===== config.mk =====
export PLATFORM = sky130hd
export DESIGN_NAME = round_robin_task_picker
export DESIGN_NICKNAME = d
export VERILOG_FILES = /design/src/hw/rtl/rrtp_pkg.sv /design/src/hw/rtl/rrtp_ram.sv /design/src/hw/rtl/rrtp_dp.sv /design/src/hw/rtl/rrtp_ctrl.sv /design/src/hw/rtl/round_robin_task_picker.sv
export SDC_FILE = /design/constraint.sdc
export NUM_CORES = 1
export LEC_CHECK = 0
export BUFFER_PORTS_ARGS = -buffer_cell sky130_fd_sc_hd__buf_4
export CORE_MARGIN = 4
export CORE_UTILIZATION = 35
export DETAILED_ROUTE_END_ITERATION = 10
export PLACE_DENSITY = 0.62
export SLEW_MARGIN = 20
export SYNTH_ARGS = -nofsm -noshare
export SYNTH_HDL_FRONTEND = slang
export SYNTH_HIERARCHICAL = 1
export SYNTH_SLANG_ARGS = --single-unit

===== constraint.sdc =====
create_clock -name clk -period 6 [get_ports clk]
set_clock_uncertainty 0.05 [all_clocks]
set_input_delay 0.6 -clock clk [delete_from_list [all_inputs] [get_ports clk]]
set_output_delay 0.6 -clock clk [all_outputs]
set_load 0.01 [all_outputs]

===== src/hw/rtl/rrtp_pkg.sv =====
// ----------------------------------------------------------------------------
// rrtp_pkg
// Command codes and controller/datapath interface types for the
// round-robin task picker.
// ----------------------------------------------------------------------------
package rrtp_pkg;

  typedef enum logic [1:0] {
    CMD_TICK   = 2'd0,
    CMD_CREATE = 2'd1,
    CMD_SLEEP  = 2'd2,
    CMD_DELETE = 2'd3
  } cmd_t;

  typedef struct packed {
    logic load;
    logic update;
    logic save;
    logic scan;
  } ctl_t;

  typedef struct packed {
    logic hit;
    logic last;
  } stat_t;

endpackage


===== src/hw/rtl/rrtp_ram.sv =====
// ----------------------------------------------------------------------------
// rrtp_ram
// Generic single-write, single-read RAM with registered read data.
// ----------------------------------------------------------------------------
module rrtp_ram #(
  parameter int WIDTH = 32,
  parameter int DEPTH = 8
) (
  input  logic                     clk,
  input  logic                     we,
  input  logic [$clog2(DEPTH)-1:0] waddr,
  input  logic [WIDTH-1:0]         wdata,
  input  logic [$clog2(DEPTH)-1:0] raddr,
  output logic [WIDTH-1:0]         rdata
);

  logic [WIDTH-1:0] mem [DEPTH];

  always_ff @(posedge clk) begin
    if (we) begin
      mem[waddr] <= wdata;
    end
    rdata <= mem[raddr];
  end

endmodule


===== src/hw/rtl/rrtp_dp.sv =====
// ----------------------------------------------------------------------------
// rrtp_dp
// Datapath: slot flags, sleep and pointer memories, scan index, tick
// counter and result registers.
// ----------------------------------------------------------------------------
module rrtp_dp
  import rrtp_pkg::*;
#(
  parameter int TASK_SLOTS = 8
) (
  input  logic        clk,
  input  logic        rst,
  input  ctl_t        ctl,
  output stat_t       stat,
  input  logic [1:0]  cmd,
  input  logic [2:0]  task_slot,
  input  logic [31:0] pointer_value,
  input  logic [31:0] sleep_ticks,
  output logic        found,
  output logic [2:0]  next_task,
  output logic [31:0] next_pointer,
  output logic [31:0] tick_count
);

  localparam int IDX_W = $clog2(TASK_SLOTS);
  localparam logic [IDX_W-1:0] LAST_IDX = IDX_W'(TASK_SLOTS - 1);

  cmd_t              cmd_q;
  logic [2:0]        slot_q;
  logic [31:0]       ptr_q;
  logic [31:0]       ticks_q;

  logic [TASK_SLOTS-1:0] alloc;
  logic [TASK_SLOTS-1:0] pend;
  logic [TASK_SLOTS-1:0] svalid;
  logic                  rd_valid;

  logic [IDX_W-1:0]  running_slot;
  logic              running_valid;
  logic [31:0]       tick_counter;
  logic [IDX_W-1:0]  scan_idx;
  logic [IDX_W-1:0]  step;

  logic              slot_ok;
  logic [IDX_W-1:0]  slot_idx;
  logic [IDX_W-1:0]  start_idx;
  logic [IDX_W-1:0]  rd_addr;
  logic [31:0]       cnt;
  logic              hit;
  logic              last;

  logic              sl_we;
  logic [IDX_W-1:0]  sl_waddr;
  logic [31:0]       sl_wdata;
  logic [31:0]       sl_rdata;
  logic              pt_we;
  logic [IDX_W-1:0]  pt_waddr;
  logic [31:0]       pt_wdata;
  logic [31:0]       pt_rdata;

  function automatic logic [IDX_W-1:0] inc_idx(input logic [IDX_W-1:0] x);
    inc_idx = (x == LAST_IDX) ? '0 : x + 1'b1;
  endfunction

  assign slot_ok   = int'(slot_q) < TASK_SLOTS;
  assign slot_idx  = IDX_W'(slot_q);
  assign start_idx = running_valid ? inc_idx(running_slot) : '0;
  assign cnt       = rd_valid ? sl_rdata : 32'd0;
  assign hit       = alloc[scan_idx] && (cnt == 32'd0);
  assign last      = (step == LAST_IDX);
  assign stat      = '{hit: hit, last: last};
  assign tick_count = tick_counter;

  always_comb begin
    sl_we    = 1'b0;
    sl_waddr = scan_idx;
    sl_wdata = cnt - 32'd1;
    pt_we    = 1'b0;
    pt_waddr = running_slot;
    pt_wdata = ptr_q;
    rd_addr  = scan_idx;
    if (ctl.update && slot_ok) begin
      sl_waddr = slot_idx;
      pt_waddr = slot_idx;
      case (cmd_q)
        CMD_CREATE: begin
          sl_we    = 1'b1;
          sl_wdata = 32'd0;
          pt_we    = 1'b1;
        end
        CMD_SLEEP: begin
          sl_we    = 1'b1;
          sl_wdata = ticks_q;
        end
        default: begin
        end
      endcase
    end
    if (ctl.save) begin
      pt_we   = running_valid;
      rd_addr = start_idx;
    end
    if (ctl.scan) begin
      sl_we   = !hit && (cnt != 32'd0);
      rd_addr = inc_idx(scan_idx);
    end
  end

  rrtp_ram #(.WIDTH(32), .DEPTH(TASK_SLOTS)) u_sleep_ram (
    .clk   (clk),
    .we    (sl_we),
    .waddr (sl_waddr),
    .wdata (sl_wdata),
    .raddr (rd_addr),
    .rdata (sl_rdata)
  );

  rrtp_ram #(.WIDTH(32), .DEPTH(TASK_SLOTS)) u_ptr_ram (
    .clk   (clk),
    .we    (pt_we),
    .waddr (pt_waddr),
    .wdata (pt_wdata),
    .raddr (rd_addr),
    .rdata (pt_rdata)
  );

  always_ff @(posedge clk) begin
    if (ctl.load) begin
      cmd_q   <= cmd_t'(cmd);
      slot_q  <= task_slot;
      ptr_q   <= pointer_value;
      ticks_q <= sleep_ticks;
    end
    if (ctl.scan) begin
      if (hit) begin
        found        <= 1'b1;
        next_task    <= 3'(scan_idx);
        next_pointer <= pt_rdata;
      end else if (last) begin
        found        <= 1'b0;
        next_task    <= 3'd0;
        next_pointer <= 32'd0;
      end
    end
  end

  always_ff @(posedge clk) begin
    if (rst) begin
      alloc         <= '0;
      pend          <= '0;
      svalid        <= '0;
      rd_valid      <= 1'b0;
      running_slot  <= '0;
      running_valid <= 1'b0;
      tick_counter  <= 32'd0;
      scan_idx      <= '0;
      step          <= '0;
    end else begin
      rd_valid <= svalid[rd_addr];
      if (sl_we) begin
        svalid[sl_waddr] <= 1'b1;
      end
      if (ctl.update && slot_ok) begin
        case (cmd_q)
          CMD_CREATE: begin
            alloc[slot_idx] <= 1'b1;
            pend[slot_idx]  <= 1'b0;
          end
          CMD_DELETE: pend[slot_idx] <= 1'b1;
          default: begin
          end
        endcase
      end
      if (ctl.save) begin
        alloc        <= alloc & ~pend;
        pend         <= '0;
        tick_counter <= tick_counter + 32'd1;
        scan_idx     <= start_idx;
        step         <= '0;
      end
      if (ctl.scan) begin
        scan_idx <= inc_idx(scan_idx);
        step     <= step + 1'b1;
        if (hit) begin
          running_slot  <= scan_idx;
          running_valid <= 1'b1;
        end else if (last) begin
          running_valid <= 1'b0;
        end
      end
    end
  end

endmodule


===== src/hw/rtl/rrtp_ctrl.sv =====
// ----------------------------------------------------------------------------
// rrtp_ctrl
// Controller: accepts items, sequences slot updates and the tick scan,
// and raises the result strobe.
// ----------------------------------------------------------------------------
module rrtp_ctrl
  import rrtp_pkg::*;
(
  input  logic       clk,
  input  logic       rst,
  input  logic       start,
  input  logic [1:0] cmd,
  output logic       busy,
  output logic       done,
  output ctl_t       ctl,
  input  stat_t      stat
);

  typedef enum logic [1:0] {
    S_IDLE,
    S_UPDATE,
    S_SAVE,
    S_SCAN
  } state_t;

  state_t state;

  assign ctl.load   = start && !busy;
  assign ctl.update = (state == S_UPDATE);
  assign ctl.save   = (state == S_SAVE);
  assign ctl.scan   = (state == S_SCAN);

  always_ff @(posedge clk) begin
    if (rst) begin
      state <= S_IDLE;
      busy  <= 1'b0;
      done  <= 1'b0;
    end else begin
      done <= 1'b0;
      unique case (state)
        S_IDLE: begin
          if (start) begin
            busy  <= 1'b1;
            state <= (cmd_t'(cmd) == CMD_TICK) ? S_SAVE : S_UPDATE;
          end
        end
        S_UPDATE: begin
          busy  <= 1'b0;
          state <= S_IDLE;
        end
        S_SAVE: begin
          state <= S_SCAN;
        end
        S_SCAN: begin
          if (stat.hit || stat.last) begin
            busy  <= 1'b0;
            done  <= 1'b1;
            state <= S_IDLE;
          end
        end
        default: begin
          busy  <= 1'b0;
          state <= S_IDLE;
        end
      endcase
    end
  end

endmodule


===== src/hw/rtl/round_robin_task_picker.sv =====
// Tick: the scan checks one slot per cycle, from the slot after the running
// task (slot 0 if none), up to TASK_SLOTS slots, then strobes the result.
// Create, sleep and delete: busy for one cycle, no result.
// Results are strobed by done for one cycle; the receiver cannot stall.
// Synchronous reset clears slot flags, sleep counters, running task and
// tick counter; the pointer memory is not cleared.
// ----------------------------------------------------------------------------
// round_robin_task_picker
// Task slot table with sleep counters and a round-robin scheduler tick.
// ----------------------------------------------------------------------------
module round_robin_task_picker
  import rrtp_pkg::*;
#(
  parameter int TASK_SLOTS = 8
) (
  input  logic        clk,
  input  logic        rst,
  input  logic        start,
  output logic        busy,
  input  logic [1:0]  cmd,
  input  logic [2:0]  task_slot,
  input  logic [31:0] pointer_value,
  input  logic [31:0] sleep_ticks,
  output logic        done,
  output logic        found,
  output logic [2:0]  next_task,
  output logic [31:0] next_pointer,
  output logic [31:0] tick_count
);

  ctl_t  ctl;
  stat_t stat;

  rrtp_ctrl u_ctrl (
    .clk   (clk),
    .rst   (rst),
    .start (start),
    .cmd   (cmd),
    .busy  (busy),
    .done  (done),
    .ctl   (ctl),
    .stat  (stat)
  );

  rrtp_dp #(.TASK_SLOTS(TASK_SLOTS)) u_dp (
    .clk           (clk),
    .rst           (rst),
    .ctl           (ctl),
    .stat          (stat),
    .cmd           (cmd),
    .task_slot     (task_slot),
    .pointer_value (pointer_value),
    .sleep_ticks   (sleep_ticks),
    .found         (found),
    .next_task     (next_task),
    .next_pointer  (next_pointer),
    .tick_count    (tick_count)
  );

endmodule


# Word-level counts from Yosys, hierarchy flattened
# Memory sizes are Yosys's and may differ from the RTL's. A register that Yosys moved wholly into a read port is not among the register bits.
# Index checks and enable logic that the tools add are counted.
dict set report word_totals {
  reg_bits 176
  ramBits 512
  inputBits 72
  word_cells 126
  memories 2
}
dict set report classes {
  addsub 5
  n_lt_le_gt_ge 6
  eq_ne 11
  n_mux 48
  bitwise_logic 8
  reduce_logical 27
}
# name words word_bits rd rd_clocked_by_memory_dff wr line
set mem_list {}
lappend mem_list {u_dp.u_ptr_ram.mem 8 32 1 1 1 rrtp_ram.sv:17} ;# logic [WIDTH-1:0] mem [DEPTH];
lappend mem_list {u_dp.u_sleep_ram.mem 8 32 1 1 1 rrtp_ram.sv:17}
# cell count
set ops {}
lappend ops {{$mux 32} 4}
lappend ops {{$pmux 32 s2} 1}
lappend ops {{$mux 3} 11}
lappend ops {{$add 32x1->32 const B} 1}
lappend ops {{$logic_not 32->1} 1}
lappend ops {{$reduce_bool 32->1} 1}
lappend ops {{$sub 32x1->32 const B} 1}
lappend ops {{$mux 8} 3}
lappend ops {{$or 8x8->8} 3}
lappend ops {{$mux 1} 19}
lappend ops {{$and 8x8->8} 2}
lappend ops {{$lt 3x4->1 const B} 4}
lappend ops {{$not 8->8} 2}
lappend ops {{$pmux 8 s2} 1}
lappend ops {{$reduce_and 2->1} 5}
lappend ops {{$reduce_bool 2->1} 5}
lappend ops {{$add 3x1->3 const B} 3}
lappend ops {{$eq 3x3->1 const B} 3}
lappend ops {{$eq 2x2->1 const B} 4}
lappend ops {{$pmux 2 s4} 1}
lappend ops {{$bmux 1 s3} 2}
lappend ops {{$demux 1 s3} 2}
lappend ops {{$ge 3x1->1 const B} 2}
lappend ops {{$mux 2} 3}
lappend ops {{12 further kinds} 21}

# Depth between registers and ports, before layout
# Gate-level depths: netlist of run 1.
dict set report logic_depth {
  word_depth 8
  mapped_depth 10
  mapped_depth_nobuf 8
}

# Cells and area by module
# The synthesis of run 1 kept the hierarchy.
# module n_inst cells_per_inst area_per_inst_um2 seq_area_each_um2
set by_module_without_submodules {}
lappend by_module_without_submodules {rrtp_ram 2 415 10466.3 8328.0}
lappend by_module_without_submodules {rrtp_dp 1 693 7626.1 4494.3}
lappend by_module_without_submodules {rrtp_ctrl 1 19 196.4 80.1}

# Least setup slack after synthesis of run 1
# OpenSTA, ideal clock, no wires.
dict set report synth_timing {
  path_type {reg2reg}
  from {register u_ctrl.state[0]}
  to {memory u_dp.u_ptr_ram.mem[0][0], enable pin}
  setup_ns 0.461
  t_arrival_ns 3.753
  t_required_ns 5.489
  setup_slack_ns 1.736
  path_stages_with_launch 9
  synth_period_minus_slack_ns 4.264
  cell_sequence {dfxtp_1 and2b_1 clkbuf_2 clkbuf_1 buf_1 nand2_1 o21ai_0 nand2b_1 nor3_1}
}
# item line
set synth_lines {}
lappend synth_lines {{start, declared} rrtp_ctrl.sv:26} ;# state_t state;
lappend synth_lines {{start signal, assigned} rrtp_ctrl.sv:44} ;# state <= (cmd_t'(cmd) == CMD_TICK) ? S_SAVE : S_UPDATE;
lappend synth_lines {{end, declared} rrtp_ram.sv:17}

==> results of run 1 <==
==> power groups by stage <==
| stage | combinational, mW | sequential (mW) | clock, mW |
|---|---|---|---|
| 4_1_cts | 0.420 | 5.86 | 5.02 |
| 3_5_place_dp | 0.418 | 5.97 | 0 |
| 6_report | 0.416 | 5.86 | 4.87 |
| 2_1_floorplan | 0.277 | 5.94 | 0 |
| 5_1_grt | 0.454 | 5.87 | 5.24 |
| 3_3_place_gp | 0.405 | 5.97 | 0 |
==> cell type report <==
cell class,instances,area (sq um)
clock buffer,108,2200
inverter,32,125.1
timing repair buffer,175,1314
fill,7108,47160
tap,1060,1326
clock inverter,44,445.4
multi-input combinational,686,7132
sequential,752,21230
antenna,2,5.005
==> cells by family after synthesis <==
| kind of cell | after synthesis | share of synthesized area, % |
|---|---|---|
| buf+inv | 104 | 1.849 |
| simple gates | 279 | 5.248 |
| compound gates | 150 | 3.198 |
| mux | 204 | 14.13 |
| xor+xnor | 43 | 1.310 |
| flops | 752 | 73.83 |
| fa+ha+maj | 10 | 0.4351 |
==> how the worst min path moves through the flow <==
stage | start | endpoint | slack (ps) | depth (start not counted)
5_1_grt | pointer_value[7] | u_dp/pt_wdata[7]$_DFFE_PP_ | 60 | 1
6_report | pointer_value[27] | u_dp/pt_wdata[27]$_DFFE_PP_ | 90 | 1
3_3_place_gp | u_dp/svalid[7]$_SDFFE_PP0P_ | u_dp/svalid[7]$_SDFFE_PP0P_ | 410 | 2
3_5_place_dp | u_dp/svalid[7]$_SDFFE_PP0P_ | u_dp/svalid[7]$_SDFFE_PP0P_ | 410 | 2
4_1_cts | pointer_value[27] | u_dp/pt_wdata[27]$_DFFE_PP_ | 40 | 1
2_1_floorplan | u_dp/svalid[2]$_SDFFE_PP0P_ | u_dp/svalid[2]$_SDFFE_PP0P_ | 400 | 2
==> Yosys cell counts (4+ instances only) <==
library cell / n / area share (%)
mux4_1: 80 / 7.3
nor2b_1: 10 / 0.22
nor3_1: 17 / 0.30
xor2_1: 32 / 0.97
edfxtp_1: 617 / 64
nand2b_1: 11 / 0.24
inv_1: 32 / 0.42
ha_1: 10 / 0.44
xnor2_1: 11 / 0.34
buf_2: 13 / 0.23
o21ai_0: 21 / 0.37
nand3_1: 20 / 0.35
nand2_1: 32 / 0.42
mux2_2: 65 / 2.5
or3_1: 8 / 0.17
mux2i_1: 8 / 0.28
a21oi_1: 64 / 1.1
dfxtp_1: 135 / 9.4
and3_1: 9 / 0.20
nand4_1: 18 / 0.39
buf_6: 15 / 0.59
nor4_1: 5 / 0.11
o31ai_1: 4 / 0.10
o22ai_1: 11 / 0.24
and2_1: 34 / 0.74
a31oi_1: 17 / 0.37
buf_1: 10 / 0.13
nor2_1: 88 / 1.1
and4_1: 4 / 0.12
mux4_2: 51 / 4.0
a41oi_1: 4 / 0.12
clkbuf_1: 30 / 0.39
==> per-layer routing <==
layer	part of all wire (%)	up-vias	track usage (%)	routed length, um
met1	44	7525	18.35	26130
met2	48	433	22.37	28680
li1	-	6559	-	-
met5	0	-	0	0
met3	6.1	98	2.984	3673
met4	2.5	0	4.300	1471
==> stage by stage <==
step	setup WS, ps	util (%)
2_1_floorplan	1736	-
3_3_place_gp	2350	38.45
3_5_place_dp	2268	38.45
4_1_cts	2228	41.72
5_1_grt	2012	41.73
6_report	2253	41.73
==> critical path: stages, from the launching register on <==
cell       delay (ps)
dfxtp_1           400
and2b_1           150
buf_4             280
nand4bb_1         130
o21ai_0            90
o21ai_0           240
inv_6             790
buf_4             500
mux4_1            610
mux2_2            280
==> flip-flops by register name (all words and copies together) (netlist names), 8 cells and up, named ones only <==
signal,flops
u_dp/alloc,8
u_dp/next_pointer,32
u_dp/pt_wdata,32
u_dp/svalid,8
u_dp/tick_count,32
u_dp/ticks_q,32
u_dp/u_ptr_ram/mem,256
u_dp/u_ptr_ram/rdata,32
u_dp/u_sleep_ram/mem,256
u_dp/u_sleep_ram/rdata,32
==> results.toml, run 1 <==
[clock_tree]
clk_pin_slew_worst_paths_ps = 60
cts_buffers = 82
post_cts_buffers = 0
htreeDepth = 3
cts_sinks = 752
holdBufCountCts = 0
clock_latency_ps = 630
tritoncts = "done"
cts_buffer_depth = 3
clockRootBuffer = "clkbuf_16"
cts_resized = 0

[critical_path]
worstSetupStartpoint = "u_ctrl/state[1]$_SDFFE_PP0P_"
rr_worst_depth = 9
crit_required_ps = 6430
worstPathMaxFanout = 74
reg2reg_from = "u_ctrl/state[1]$_SDFFE_PP0P_"
reg2reg_to = "u_dp/u_sleep_ram/rdata[8]$_DFF_P_"
worst_setup_path_start_kind = "flop"
r2r_slack_ps = 2250
path_class = "flop to flop"
cp-end-kind = "flop"
arrival_ps = 4170
crit_end = "u_dp/u_sleep_ram/rdata[8]$_DFF_P_"

[hold_path]
hold_class = "primary input to flop"

[logic_synthesis]
syn_area_per_cell_sq_um = 18.65
synthDistinctLibCells = 67
synth_nets = 1624
ys_seq_area_share_pct = 73.83
synth_edf_count = 617
synth_cells = 1542
synth_warnings = 6
ys_ff_latch = 752
syn_area_sq_mm = 0.02876
postSynth.asyncResetShare_pct = 0
yosys_most_used_dff = "edfxtp_1"

[die]
dieArea_sq_mm = 0.08681
core_sq_mm = 0.08094
rows = 104
io_pins = 142
dieWidth_um = 294.6
initial_core_util_pct = 35.53
die_h_um = 294.6

[timing]
tightest_slew_ps = 1083
tns_ps = 0
setup_viol = 0
period_share_pct = 62.45
max_freq_mhz = 266.9
rsz0062_at_grt = "no"
finalHoldViolations = 0
hold_slack_ps = 93.26
max_slew_margin_pct = 27.07
period_minus_slack_ps = 3747
slew_violations = 0

[global_route]
grt_pass1_vias = 15090
grt_usage_pct = 13.67
grt_pass1_wl_mm = 90.97
grt_max_degree = 75
grt_overflow = 0
antenna_found_initial = 4

[drt]
firstDrtPassIters = 5
wl_mm = 59.95
via_per_inst = 5.112
wl_per_cell_um = 20.97
dr.first_iter.drc_count = 1222
drc = 0
vias = 14620
drtAntennaViolNets = 0

[cells_and_area]
final_common_cell = "edfxtp_1"
final_area_sq_mm = 0.03378
area.growth.synth_to_final_pct = 17.47
final_cell_mix = "edfxtp_1, buf_4, dfxtp_1"
drive_gt1_share_pct = 24.76
final_cells = 2859
nets = 1811

[power]
switching_share_pct = 21.23
clockPowerShare_pct = 43.7
power_mw = 11.15
power.density_mw_per_mm2 = 330.2
p_leak_nw = 11.01
switching_power_mw = 2.367
vdd_ir_drop_max_v = 0.0002124
internal-power_mw = 8.785
combPwrFrac_pct = 3.7
seq_power_share_pct = 52.6

[placement]
placed_area_sq_mm = 0.03112
dp_hpwl_mm = 35.17
dp.cells = 2705
place.gp.congestion = 0.7908
io_buffers = 141

[run_status]
status = "finished, final reports clean"

[run]
drv_cap = 0
(Power assumes the default switching activity.)
==> run 2: changes to the inputs <==
- clock period: 6 -> 3.8 ns (I/O delays scaled with it)
==> run 2 against run 1 <==
  * Combinational power grew 75%
  * Fmax rose by 20%
  * Final area grew 3.0%
  * Flip-flop and latch count did not move
  * Clock power up 56%
  * Via count up 1.9%
  * Setup slack worse by 1600 ps
  * Sequential share of layout area fell by 1.8 points
  * Global-route usage increased by 0.19 points
  * Sequential power grew 58%
  * Register-to-register slack worse by 1600 ps
  * Critical endpoint is now u_dp/u_ptr_ram/rdata[1]$_DFF_P_
  * Largest cell class unchanged
==> results.toml, run 2 (synthesis results as in run 1) <==
[run_status]
status = "finished, final reports clean"

[clock_tree]
cts_buffer_depth = 3
clk_pin_slew_worst_paths_ps = 60
tritoncts = "done"
cts_sinks = 752
post_cts_buffers = 0
htreeDepth = 3
cts_buffers = 79
clockRootBuffer = "clkbuf_16"
clock_latency_ps = 630

[die]
dieWidth_um = 294.6
dieArea_sq_mm = 0.08681
initial_core_util_pct = 35.53
die_h_um = 294.6
core_sq_mm = 0.08094
io_pins = 142
rows = 104

[critical_path]
rr_worst_depth = 6
reg2reg_from = "u_ctrl/state[0]$_SDFFE_PP0P_"
path_class = "flop to flop"
cp_num_buf_inv = 2
crit_family = "multiplexers"
worstSetupStartpoint = "u_ctrl/state[0]$_SDFFE_PP0P_"
cp-end-kind = "flop"
worst_setup_path_start_kind = "flop"
cpPeakStageDelay_ps = 600
path_cells = "and2_1, o21ai_0, inv_6, buf_4, mux4_1, mux2_2"
crit_slowest_cell = "mux4_1"
arrival_ps = 3580
crit_required_ps = 4270
worstPathMaxFanout = 30
cp_num_cells = 6

[global_route]
grt_usage_pct = 13.86
grt_pass1_wl_mm = 92.21
grt_pass1_vias = 15540
grt_max_degree = 70
antenna_found_initial = 3
grt_overflow = 0

[drt]
via_per_inst = 5.078
firstDrtPassIters = 7
drtAntennaViolNets = 0
wl_mm = 60.67
vias = 14900
wl_per_cell_um = 20.68
drc = 0
dr.first_iter.drc_count = 1074

[power]
vdd_ir_drop_max_v = 0.0003310
p_leak_nw = 11.39
power.density_mw_per_mm2 = 504.8

[placement]
io_buffers = 141
placed_area_sq_mm = 0.03149
dp_slack_ps = 670.9
dp_hpwl_mm = 35.22
dp.cells = 2716
place.gp.congestion = 0.8106

[timing]
max_slew_margin_pct = 38.03
period_minus_slack_ps = 3112
max_freq_mhz = 321.4
tightest_slew_ps = 919.9
tns_ps = 0
slew_violations = 0
rsz0062_at_grt = "no"
layout_setup_ws_ps = 688.4
period_share_pct = 81.88
finalHoldViolations = 0
setup_viol = 0

[cells_and_area]
area.growth.synth_to_final_pct = 20.97
final_cell_mix = "edfxtp_1, buf_4, dfxtp_1"
final_common_cell = "edfxtp_1"
drive_gt1_share_pct = 24.35
top_regs = "u_dp/u_ptr_ram/mem: 256 flops, u_dp/u_sleep_ram/mem: 256 flops"
nets = 1888
final_cells = 2934
final_area_sq_mm = 0.03478
fill_cells = 7011

[hold_path]
hold_class = "primary input to flop"
hold_path_depth = 3
hp-start = "start"

[run]
drv_cap = 0
## run 2: cell count changes in the layout (fill, tap and decap cells not counted), sizes merged
cell	previous run	this run
buf	175	186
bufinv	5	6
clkbuf	108	100
clkinv	29	38
clkinvlp	3	2
diode	2	1
dlygate4sd3	0	69
inv	39	34
## run 2: final timing paths
path                                      to  slack [ps]
max          u_dp/u_ptr_ram/rdata[1]$_DFF_P_         690
min                 u_ctrl/busy$_SDFFE_PP0P_         110
max reg2reg  u_dp/u_ptr_ram/rdata[1]$_DFF_P_         690
min reg2reg      u_dp/svalid[5]$_SDFFE_PP0P_         420
## run 2: through the flow
stage / hold WS (ps) / utilization, % / total power, mW
floorplan: 398.0 / - / 9.806
global placement: 407.3 / 38.91 / 10.07
detailed placement: 412.6 / 38.91 / 10.10
CTS: 60.89 / 42.97 / 17.78
global route: 114.7 / 42.97 / 18.20
finish: 109.8 / 42.98 / 17.56
## run 2: per-layer routing
metal / wire [um] / global-route usage [%] / vias to the layer above
met5: 0 / 0 / -
met4: 1081 / 3.540 / 0
met3: 3535 / 2.728 / 78
met2: 29760 / 23.19 / 422
met1: 26290 / 18.69 / 7686
li1: - / - / 6712
## run 2: cell type report
| type | count | area, sq um | area share [%] |
|---|---|---|---|
| clock inverters | 48 | 493.0 | 1.417 |
| well taps | 1060 | 1326 | 3.813 |
| repair buffers | 255 | 2350 | 6.755 |
| clock buffers | 100 | 2106 | 6.054 |
| diodes | 1 | 2.502 | 0.007194 |
| multi-input cells | 686 | 7152 | 20.56 |
| flip-flops and latches | 752 | 21230 | 61.03 |
| inverters | 32 | 125.1 | 0.3597 |
## run 2: worst min-delay path: stages
cell     delay [ps]
buf_4           120
or3b_1          160
a31oi_1          70
## run 2: what timing repair did
| action | 4_1_cts | 5_1_grt |
|---|---|---|
| gates resized for setup | 0 | 0 |
| hold buffers | 69 | 0 |
| endpoints found under the setup margin | 0 | 0 |
| endpoints found under the hold margin | 71 | 0 |
## run 2: report_power, final
group | switching (mW) | leakage (nW) | internal (mW) | total (mW)
clock | 3.19 | 1.27 | 4.39 | 7.58
combinational | 0.389 | 3.45 | 0.339 | 0.728
sequential | 0.134 | 6.67 | 9.12 | 9.25
total | 3.71 | 11.4 | 13.8 | 17.6
